**src/design/u8dw_pkg.sv**
```systemverilog
package u8dw_pkg;

    typedef logic [7:0]  byte_t;
    typedef logic [20:0] code_point_t;
    typedef logic [1:0]  tail_len_t;

    localparam code_point_t HANGUL_JAMO_LO  = 21'h01100;
    localparam code_point_t HANGUL_JAMO_HI  = 21'h0115F;
    localparam code_point_t CJK_LO          = 21'h02E80;
    localparam code_point_t CJK_HI          = 21'h0A4CF;
    localparam code_point_t HANGUL_SYL_LO   = 21'h0AC00;
    localparam code_point_t HANGUL_SYL_HI   = 21'h0D7A3;
    localparam code_point_t CJK_COMPAT_LO   = 21'h0F900;
    localparam code_point_t CJK_COMPAT_HI   = 21'h0FAFF;
    localparam code_point_t VERT_FORMS_LO   = 21'h0FE30;
    localparam code_point_t VERT_FORMS_HI   = 21'h0FE6F;
    localparam code_point_t FULLWIDTH_LO    = 21'h0FF00;
    localparam code_point_t FULLWIDTH_HI    = 21'h0FF60;
    localparam code_point_t FW_SIGNS_LO     = 21'h0FFE0;
    localparam code_point_t FW_SIGNS_HI     = 21'h0FFE6;
    localparam code_point_t SUPP_IDEO_LO    = 21'h20000;
    localparam code_point_t SUPP_IDEO_HI    = 21'h3FFFD;

    // tail bytes a lead byte asks for; 0 for ASCII and stray bytes
    function automatic tail_len_t tail_len(input byte_t c);
        tail_len_t len;
        if (c[7:5] == 3'b110) begin
            len = 2'd1;
        end else if (c[7:4] == 4'b1110) begin
            len = 2'd2;
        end else if (c[7:3] == 5'b11110) begin
            len = 2'd3;
        end else begin
            len = 2'd0;
        end
        return len;
    endfunction

    function automatic logic is_wide(input code_point_t cp);
        return (cp >= HANGUL_JAMO_LO && cp <= HANGUL_JAMO_HI) ||
               (cp >= CJK_LO         && cp <= CJK_HI)         ||
               (cp >= HANGUL_SYL_LO  && cp <= HANGUL_SYL_HI)  ||
               (cp >= CJK_COMPAT_LO  && cp <= CJK_COMPAT_HI)  ||
               (cp >= VERT_FORMS_LO  && cp <= VERT_FORMS_HI)  ||
               (cp >= FULLWIDTH_LO   && cp <= FULLWIDTH_HI)   ||
               (cp >= FW_SIGNS_LO    && cp <= FW_SIGNS_HI)    ||
               (cp >= SUPP_IDEO_LO   && cp <= SUPP_IDEO_HI);
    endfunction

endpackage

```
**src/design/utf8_display_width.sv**
```systemverilog
// channel | valid   | ready   | payload
// --------+---------+---------+--------------------------------------------
// input   | s_valid | s_ready | s_text_byte, s_end_of_string
// result  | m_valid | m_ready | m_display_width (one per string)
//
// One byte per cycle sustained while no final byte waits on a stalled
// result. A byte sits in the input register, where the decode, range compare
// and saturating add run against the pending bytes; the final byte of a
// string then loads the result register. Synchronous active-low reset clears
// the valid flags and decode state, not the data registers. A stalled result
// holds only a final byte in the input register; other bytes keep flowing.
module utf8_display_width #(
    parameter int COUNT_BITS = 32
) (
    input  logic              aclk,
    input  logic              aresetn,
    input  logic              s_valid,
    output logic              s_ready,
    input  u8dw_pkg::byte_t   s_text_byte,
    input  logic              s_end_of_string,
    output logic              m_valid,
    input  logic              m_ready,
    output logic [31:0]       m_display_width
);
    import u8dw_pkg::*;

    logic                  in_valid_reg;
    byte_t                 in_byte_reg;
    logic                  in_eos_reg;

    byte_t                 pend_reg [0:2];
    byte_t                 pend_next [0:2];
    logic [1:0]            pend_count_reg, pend_count_next;
    logic [1:0]            tail_needed_reg, tail_needed_next;
    logic [COUNT_BITS-1:0] run_reg, run_next;

    logic                  out_valid_reg;
    logic [31:0]           out_width_reg;

    logic                  advance;
    tail_len_t             lead_len;
    tail_len_t             byte_len;
    code_point_t           cp;
    logic [1:0]            cp_cols;
    logic [1:0]            add_cols;
    logic [COUNT_BITS:0]   sum;
    logic [COUNT_BITS-1:0] sat_sum;
    logic                  continuing;

    assign advance = in_valid_reg && (!in_eos_reg || !out_valid_reg || m_ready);
    assign s_ready = !in_valid_reg || advance;
    assign m_valid = out_valid_reg;
    assign m_display_width = out_width_reg;

    assign lead_len   = tail_len(pend_reg[0]);
    assign byte_len   = tail_len(in_byte_reg);
    assign continuing = (tail_needed_reg != 2'd0) && (pend_count_reg != 2'd0);

    // decode treats the current byte as the last tail byte of a completed sequence
    always_comb begin
        case (lead_len)
            2'd1:    cp = {10'd0, pend_reg[0][4:0], in_byte_reg[5:0]};
            2'd2:    cp = {5'd0, pend_reg[0][3:0], pend_reg[1][5:0], in_byte_reg[5:0]};
            2'd3:    cp = {pend_reg[0][2:0], pend_reg[1][5:0], pend_reg[2][5:0],
                           in_byte_reg[5:0]};
            default: cp = '0;
        endcase
        cp_cols = is_wide(cp) ? 2'd2 : 2'd1;
    end

    always_comb begin
        add_cols = 2'd0;
        if (in_eos_reg) begin
            if (pend_count_reg == 2'd0) begin
                add_cols = 2'd1;
            end else if (lead_len != 2'd0 && lead_len <= pend_count_reg) begin
                add_cols = cp_cols;
            end else if (pend_count_reg == 2'd1) begin
                add_cols = 2'd2;
            end else if (tail_len(pend_reg[1]) == 2'd1) begin
                // lead alone, then a two-byte form from the rest
                add_cols = 2'd2;
            end else begin
                add_cols = 2'd3;
            end
        end else if (continuing) begin
            if (tail_needed_reg == 2'd1) begin
                add_cols = cp_cols;
            end
        end else if (byte_len == 2'd0) begin
            add_cols = 2'd1;
        end
    end

    assign sum     = {1'b0, run_reg} + (COUNT_BITS+1)'(add_cols);
    assign sat_sum = sum[COUNT_BITS] ? {COUNT_BITS{1'b1}} : sum[COUNT_BITS-1:0];

    always_comb begin
        pend_next[0]     = pend_reg[0];
        pend_next[1]     = pend_reg[1];
        pend_next[2]     = pend_reg[2];
        pend_count_next  = pend_count_reg;
        tail_needed_next = tail_needed_reg;
        run_next         = sat_sum;
        if (in_eos_reg) begin
            pend_next[0]     = '0;
            pend_next[1]     = '0;
            pend_next[2]     = '0;
            pend_count_next  = 2'd0;
            tail_needed_next = 2'd0;
            run_next         = '0;
        end else if (continuing) begin
            if (pend_count_reg != 2'd3) begin
                pend_next[pend_count_reg] = in_byte_reg;
                pend_count_next = pend_count_reg + 2'd1;
            end
            tail_needed_next = tail_needed_reg - 2'd1;
            if (tail_needed_reg == 2'd1) begin
                pend_count_next = 2'd0;
            end
        end else begin
            tail_needed_next = byte_len;
            if (byte_len == 2'd0) begin
                pend_count_next = 2'd0;
            end else begin
                pend_next[0]    = in_byte_reg;
                pend_count_next = 2'd1;
            end
        end
    end

    always_ff @(posedge aclk) begin
        if (!aresetn) begin
            in_valid_reg    <= 1'b0;
            out_valid_reg   <= 1'b0;
            pend_reg[0]     <= '0;
            pend_reg[1]     <= '0;
            pend_reg[2]     <= '0;
            pend_count_reg  <= 2'd0;
            tail_needed_reg <= 2'd0;
            run_reg         <= '0;
        end else begin
            if (s_valid && s_ready) begin
                in_valid_reg <= 1'b1;
            end else if (advance) begin
                in_valid_reg <= 1'b0;
            end

            if (advance) begin
                pend_reg[0]     <= pend_next[0];
                pend_reg[1]     <= pend_next[1];
                pend_reg[2]     <= pend_next[2];
                pend_count_reg  <= pend_count_next;
                tail_needed_reg <= tail_needed_next;
                run_reg         <= run_next;
            end

            if (advance && in_eos_reg) begin
                out_valid_reg <= 1'b1;
            end else if (m_ready) begin
                out_valid_reg <= 1'b0;
            end
        end
    end

    always_ff @(posedge aclk) begin
        if (s_valid && s_ready) begin
            in_byte_reg <= s_text_byte;
            in_eos_reg  <= s_end_of_string;
        end
        if (advance && in_eos_reg) begin
            out_width_reg <= 32'(sat_sum);
        end
    end

endmodule

```
**config.mk**
```make
export PLATFORM = sky130hd
export DESIGN_NAME = utf8_display_width
export DESIGN_NICKNAME = d
export VERILOG_FILES = /design/src/design/u8dw_pkg.sv /design/src/design/utf8_display_width.sv
export SDC_FILE = /design/constraint.sdc
export NUM_CORES = 1
export LEC_CHECK = 0
export ABC_AREA = 0
export BUFFER_PORTS_ARGS = -buffer_cell sky130_fd_sc_hd__buf_2
export CAP_MARGIN = 20
export CORE_MARGIN = 2
export CORE_UTILIZATION = 45
export DETAILED_ROUTE_END_ITERATION = 12
export GPL_ROUTABILITY_DRIVEN = 1
export GPL_TIMING_DRIVEN = 0
export SLEW_MARGIN = 20
export SYNTH_ARGS = -nofsm -noshare
export SYNTH_HDL_FRONTEND = slang
export SYNTH_SLANG_ARGS = --single-unit
```
**constraint.sdc**
```tcl
create_clock -name aclk -period 7.7 [get_ports aclk]
set_input_delay 1.54 -clock aclk [delete_from_list [all_inputs] [get_ports aclk]]
set_output_delay 1.54 -clock aclk [all_outputs]
set_load 0.01 [all_outputs]
```
# Word level (Yosys, flattened, before mapping)
# Memories as Yosys holds them, arrays and structs flattened.
# Index checks and enable logic that the tools add are counted.
[classes] n_bitwise=4 eq_ne=17 n_addsub=3 magnitude_cmp=19 muxes=51 n_reduce_logical=35
[op_table] cell="<= comparator 21 x 16 -> 1 bit, second input constant" count=6
[op_table] cell="greater-or-equal comparator 21 x 16 -> 1 bit, second input constant" count=5
[op_table] cell="2-to-1 mux 32 bit" count=2
[op_table] cell="one-hot mux 21 bit (3 select lines)" count=1
[op_table] cell="2-to-1 mux 2 bit" count=25
[op_table] cell="2-to-1 mux 24 bit" count=2
[op_table] cell="2-to-1 mux 8 bit" count=6
[op_table] cell="adder 32 x 2 -> 33 bit" count=1
[op_table] cell="bitwise mux 24 bit" count=1
[op_table] cell="greater-or-equal comparator 21 x 13 -> 1 bit, second input constant" count=1
[op_table] cell="greater-or-equal comparator 21 x 14 -> 1 bit, second input constant" count=1
[op_table] cell="greater-or-equal comparator 21 x 18 -> 1 bit, second input constant" count=1
[op_table] cell="<= comparator 21 x 13 -> 1 bit, second input constant" count=1
[op_table] cell="<= comparator 21 x 18 -> 1 bit, second input constant" count=1
[op_table] cell="demux 8 bit (select 2 bit)" count=1
[op_table] cell="2-to-1 mux 16 bit" count=1
[op_table] cell="equality test 5 bit, second input constant" count=3
[op_table] cell="logical AND 1 bit" count=14
[op_table] cell="equality test 4 bit, second input constant" count=3
[op_table] cell="2-to-1 mux 1 bit" count=12
[op_table] cell="logical OR 1 bit" count=10
[op_table] cell="nonzero test 2 bit" count=5
[op_table] cell="equality test 3 bit, second input constant" count=3
[op_table] cell="equality test 2 x 1 -> 1 bit, second input constant" count=4
[op_table] cell="13 further kinds" count=19
[totals] mem_bits_rw=24 regBits=79 elab_cells=138 n_memories=1 out_inout_bits=34
[memory_table] name="pend_reg" depth=3 width=8 read_ports=3 rd_ports_with_merged_regs=0 wr=3 line="utf8_display_width.sv:31" rtl="byte_t pend_reg [0:2];"

# Logic depth before layout (Yosys ltp)
# Gate-level depths: netlist of run 1.
# An unclocked memory read counts as a cell.
[depth] word_depth=23 mapped_depth=23 mapped_depth_nobuf=20

# Least setup slack after synthesis of run 1
# Ideal clock, no wire load.
[synth_timing] path_kind="reg-to-reg" start="memory pend_reg[0][1] (netlist bit)" end="register out_width_reg[31], in the netlist m_display_width[31] (data pin)" period_less_slack_ns=4.993 arrival_time_ns=4.733 setup_slack_ns=2.707 setup_ns=0.260 stages_incl_launch_ff=19 required_ns=7.440 cell_sequence="edfxtp_1 > buf_6 > or3_4 > o311a_4 > or3_1 > or4_1 > o41a_1 > a32oi_1 > nor3_1 > nor2b_1 > o22ai_1 > ha_1 > a21oi_1 > nor4_1 > and3_1 > and2_1 > nand2_1 > nor2_1 > mux2_2"
[synth_rtl] item="start, declared" line="utf8_display_width.sv:31"
[synth_rtl] item="end signal, assigned" line="utf8_display_width.sv:172" rtl="out_width_reg <= 32'(sat_sum);"
[synth_rtl] item="end, declared" line="utf8_display_width.sv:38" rtl="logic [31:0] out_width_reg;"

==> results of run 1 <==
## per-stage QoR
step	power, mW	cells
floorplan	0.657	584
global placement	0.686	798
detailed placement	0.689	800
CTS	1.13	816
global route	1.17	816
finish	1.12	816
## area by class of cell
| cell class | instances | area, um^2 | area share, % |
|---|---|---|---|
| inverters | 15 | 56.3 | 0.881 |
| plain buffers | 35 | 140 | 2.19 |
| multi-input cells | 433 | 2770 | 43.4 |
| flip-flops and latches | 101 | 2650 | 41.5 |
| clock buffers | 9 | 225 | 3.53 |
| well taps | 168 | 210 | 3.29 |
| repair buffers | 48 | 265 | 4.15 |
| clock inverters | 7 | 67.6 | 1.06 |
## metal layers
layer / vias to the layer above / share of wire, % / wire, um
li1: 2296 / - / -
met1: 2288 / 49 / 7110
met2: 136 / 45 / 6530
met3: 20 / 4.6 / 675
met4: 0 / 1.8 / 265
met5: - / 0 / 0
## worst min path at each step
stage                           start                end  cells after the start
floorplan                  run_reg[0]         run_reg[0]                      1
global placement           run_reg[0]         run_reg[0]                      1
detailed placement         run_reg[0]         run_reg[0]                      1
CTS                 pend_count_reg[1]  pend_count_reg[1]                      2
global route               run_reg[0]         run_reg[0]                      1
finish              pend_count_reg[1]  pend_count_reg[1]                      2
## worst max-delay path, delay by kind of cell (launching register included)
kind / cells / cell delay [ns]
buffers and inverters: 3 / 0.92
AND/OR/NAND/NOR: 9 / 3.02
adder cells (fa/ha/maj): 2 / 0.52
AO/OA/AOI/OAI: 6 / 1.62
flip-flops: 1 / 0.48
## power by group
group          total, mW  internal [mW]  switching [mW]
clock network      0.445          0.228           0.217
logic             0.0782         0.0255          0.0526
registers          0.600          0.587          0.0136
## kinds of logic (layout without fill, tap and decap cells)
family,count (synthesis),in the layout,share of synthesized area (%)
AOI/OAI and AO/OA,143,143,18.2
xor gates and xnor gates,21,21,3.28
buffers and inverters,50,114,3.51
DFF,101,101,47.4
and+or+nand+nor,240,240,21.8
muxes,18,18,3.28
adders and majority gates,11,11,2.59
## cells in the final DEF, fill, tap and decap left out, drive strengths merged, types with 10 or more instances in the layout
cell type  netlist  routed
mux2i           15      15
a21oi           32      32
and2            11      11
o21ai           18      18
ha              10      10
edfxtp          63      63
nand3           23      23
nand2           79      79
buf              6      54
nor2            46      46
clkbuf          29      38
inv             15      19
xor2            13      13
a22o            26      26
nand4           12      12
dfxtp           38      38
==> flow_summary.ini, run 1 <==
[run_status]
status = completed

[timing]
slew_headroom_pct = 35.2
final-hold-violation-count = 0
timing.hold.ws_ns = 0.502
slew_viol_final = 0
worst_pin_slew_ns = 0.964
rsz0062_at_grt = false
final.min_clock_period_ns = 6.64
finalClockSkew_ns = 0.0107
finalSetupTns_ns = 0
fin_ws_ns = 1.06
fmax_ghz = 0.151
fin_crit_sh_pct = 86.2
setup_viol = 0

[detailed_routing]
ant_nets = 0
drc_errors = 0
post_drt_wl_per_cell_um = 17.9
first_pass_iters = 5
vias_per_cell = 5.81
first_iter_violations = 344
routed_wl_mm = 14.6
routed-via-count = 4740

[finish]
nets = 667
drive_above_1_share_pct = 12.5
fin_area_mm2 = 0.00639
fill_cells = 1125
syn_to_final_growth_pct = 14.1
n_antenna_cell = 0
post-route-util_pct = 53.0

[floorplan]
chipHeight_um = 116
die_area_mm2 = 0.0134
start_util_pct = 46.4
fp-row-count = 40
core_area_mm2 = 0.0121
die-width_um = 116
ios = 47

[global_route]
met3_usage_pct = 3.03
gr-usage-all-layers_pct = 22.6
grt-busiest-layer = met2
grt_pass1_wl_mm = 23.5
globalRouteMet1Util_pct = 33.5
grt_pass1_vias = 4412
grt-ovfl-total = 0
grt_antenna_before_repair = 0
grtUsageMet2_pct = 34.2
grt_max_degree = 21

[placement]
gp_congestion = 0.880
place_ws_ns = 1.22
portBuffers = 46
dp_hpwl_mm = 10.6
postPlaceCellArea_mm2 = 0.00608

[yosys]
synthFlopType = edfxtp_1
ys.warnings.count = 0
synth_cell_types = 69
synth_area_mm2 = 0.00560
synthArstFlopShare_pct = 0
synth_edf_count = 63
synth_area_leader_cell = edfxtp_1
synth_nets = 608
yosysSeqAreaShare_pct = 47.4
syn_avg_cell_area_um2 = 9.59
ys_seq_elements = 101
synth_area_leaders = edfxtp_1 (34%), dfxtp_1 (14%), nand2_1 (5.3%)
post-synth-top-area-fraction_pct = 33.8
synthTopCellsByCount = nand2_1 (79), edfxtp_1 (63), nor2_1 (46)
yosysMostFrequentCell = nand2_1
synthCells = 584

[clock_tree]
root_buffer = clkbuf_16
hold_buffers = 0
htreeDepth = 3
cts_resized = 0
cts_tree = done
cts.sinks = 101
cts.clk_slew.worst_paths_ns = 0.08
cts_buffers = 9
ctsLongestPathBuffers = 2
clock_latency_ns = 0.35
cts_setup_buffers = 0

[setup_path]
setup.worst_path.start_class = flip-flop
arrival_ns = 6.94
reg2reg_from = pend_reg[0][7]
end_kind = flip-flop
cpMostUsedCell = clkbuf_1
startpoint = pend_reg[0][7]
slowest_stage = nor3_1
critPathKind = reg2reg
slowest_delay_ns = 0.81
ff2ff_setup_slack_ns = 1.06
rr_endpoint = run_reg[18]
r2r_cells = 20
critPathRequiredTime_ns = 7.99
worstPathMaxFanout = 10
crit_chain = nand3_1 > nor2_1 > clkbuf_1 > a32oi_1 > a211oi_1 > o2111ai_1 > a221o_1 > nor3_1 > nor2_1 > a221oi_1 > ha_1 > fa_1 > nand4_1 > nor3_1 > nand4_1 > or2_2 > clkbuf_1 > clkbuf_1 > nand2_1 > a22o_1
crit_end = run_reg[18]

[worst_hold_path]
hold_class = reg2reg

[job]
max_cap_viol_count = 0

[power]
ir_drop_v = 0.000120
p_leak_nw = 2.43
power.density_mw_per_mm2 = 176
(Power assumes the default switching activity.)
==> run 2: changes to the inputs <==
- GPL_TIMING_DRIVEN: 0 -> default
==> run 2 against run 1 <==
Sequential power increased by 2%. Via count decreased by 2.3%. Clock power decreased by 2%. Count of clock-buffer cells in the layout unchanged. Die area unchanged. Global-route usage decreased by 1.5 points. Total power decreased by 1.4%. Register-to-register slack improved by 0.75 ns. Critical path type unchanged. Critical endpoint is now run_reg[1]. Highest routed layer unchanged.
==> flow_summary.ini, run 2 (synthesis gave the netlist of run 1 again) <==
[clock_tree]
cts_buffers = 9
cts.clk_slew.worst_paths_ns = 0.07
htreeDepth = 3
cts.sinks = 101
cts_tree = done
clock_latency_ns = 0.36
cts_setup_buffers = 0
cts_resized = 0
hold_buffers = 0
root_buffer = clkbuf_16
ctsLongestPathBuffers = 2

[timing]
fin_crit_sh_pct = 76.5
setup_viol = 0
fmax_ghz = 0.170
final-hold-violation-count = 0
timing.hold.ws_ns = 0.502
finalSetupTns_ns = 0
slew_headroom_pct = 34.9
rsz0062_at_grt = false
worst_pin_slew_ns = 0.972
slew_viol_final = 0
finalClockSkew_ns = 0.0108
final.min_clock_period_ns = 5.89

[power]
p_leak_nw = 2.39
ir_drop_v = 0.000138
power.density_mw_per_mm2 = 178
power_mw = 1.11

[placement]
gp_congestion = 0.928
portBuffers = 46
postPlaceCellArea_mm2 = 0.00595
dp_hpwl_mm = 9.64

[floorplan]
core_area_mm2 = 0.0121
die-width_um = 116
chipHeight_um = 116
start_util_pct = 46.4
die_area_mm2 = 0.0134
ios = 47
fp-row-count = 40

[finish]
post-route-util_pct = 51.7
n_antenna_cell = 0
fin_area_mm2 = 0.00624
layout_common_cells = nand2_1 (79), edfxtp_1 (63), buf_2 (46)
drive_above_1_share_pct = 13.3
syn_to_final_growth_pct = 11.4
nets = 636
fill_cells = 1126
final_common_cell = nand2_1

[detailed_routing]
first_iter_violations = 429
drc_errors = 0
routed-via-count = 4631
vias_per_cell = 5.90
ant_nets = 0
post_drt_wl_per_cell_um = 17.5
routed_wl_mm = 13.8
first_pass_iters = 5

[setup_path]
end_kind = flip-flop
setup.worst_path.start_class = flip-flop
critPathKind = reg2reg
critPathRequiredTime_ns = 7.99
arrival_ns = 6.18
worstPathMaxFanout = 19

[global_route]
grtUsageMet2_pct = 31.1
globalRouteMet1Util_pct = 31.3
grt_pass1_wl_mm = 21.7
grt_antenna_before_repair = 0
gr-usage-all-layers_pct = 21.1
met3_usage_pct = 3.61
grt-busiest-layer = met1
grt_pass1_vias = 4126
grt-ovfl-total = 0
grt_max_degree = 34

[job]
max_cap_viol_count = 0

[worst_hold_path]
hold_class = reg2reg

[run_status]
status = completed
==> run 2: cell count changes in the layout (fill, tap and decap cells not counted), sizes merged <==
cell / previous run / this run
clkbuf: 38 / 9
buf: 54 / 52
==> run 2: final timing paths <==
check               end  cells after the start      startpoint  slack, ns
max          run_reg[1]                     18  pend_reg[0][5]       1.81
min          run_reg[0]                      1      run_reg[0]       0.50
max reg2reg  run_reg[1]                     18  pend_reg[0][5]       1.81
min reg2reg  run_reg[0]                      1      run_reg[0]       0.50
==> run 2: power breakdown <==
part	internal [mW]	switching [mW]	leakage (nW)
logic	0.0219	0.0378	1.28
clock network	0.226	0.209	0.143
registers	0.587	0.0252	0.970
==> run 2: through the flow <==
step	cells	setup WS (ns)
2_1_floorplan	584	2.71
3_3_place_gp	769	1.91
3_5_place_dp	769	1.90
4_1_cts	785	1.85
5_1_grt	785	1.11
6_report	785	1.81
==> run 2: cell type report <==
cell class / instances / area [um^2] / share of cell area, %
multi-input combinational: 433 / 2760 / 44.2
inverter: 15 / 56.3 / 0.902
clock inverter: 7 / 63.8 / 1.02
sequential: 101 / 2650 / 42.5
tap: 168 / 210 / 3.37
clock buffer: 9 / 225 / 3.61
timing repair buffer: 52 / 275 / 4.41
==> run 2: layer usage <==
metal  routed length (um)  vias up
li1                     -     2229
met1                 6560     2216
met2                 6160      166
met3                  811       20
met4                  230        0
met5                    0        -
==> run 2: critical path, stage by stage, from the launching register on <==
cell and delay [ns]:
edfxtp_1 0.69, nand3_1 0.36, nor2_1 0.69, a32oi_1 0.35
a211oi_1 0.35, o2111ai_1 0.14, a221o_1 0.38, nor3_1 0.38
nor2_1 0.10, a221oi_1 0.23, ha_1 0.25, fa_1 0.24
nand4_1 0.16, nor3_1 0.20, buf_4 0.19, nand3_1 0.16
nor3_1 0.61, or2_2 0.24, a22o_1 0.11
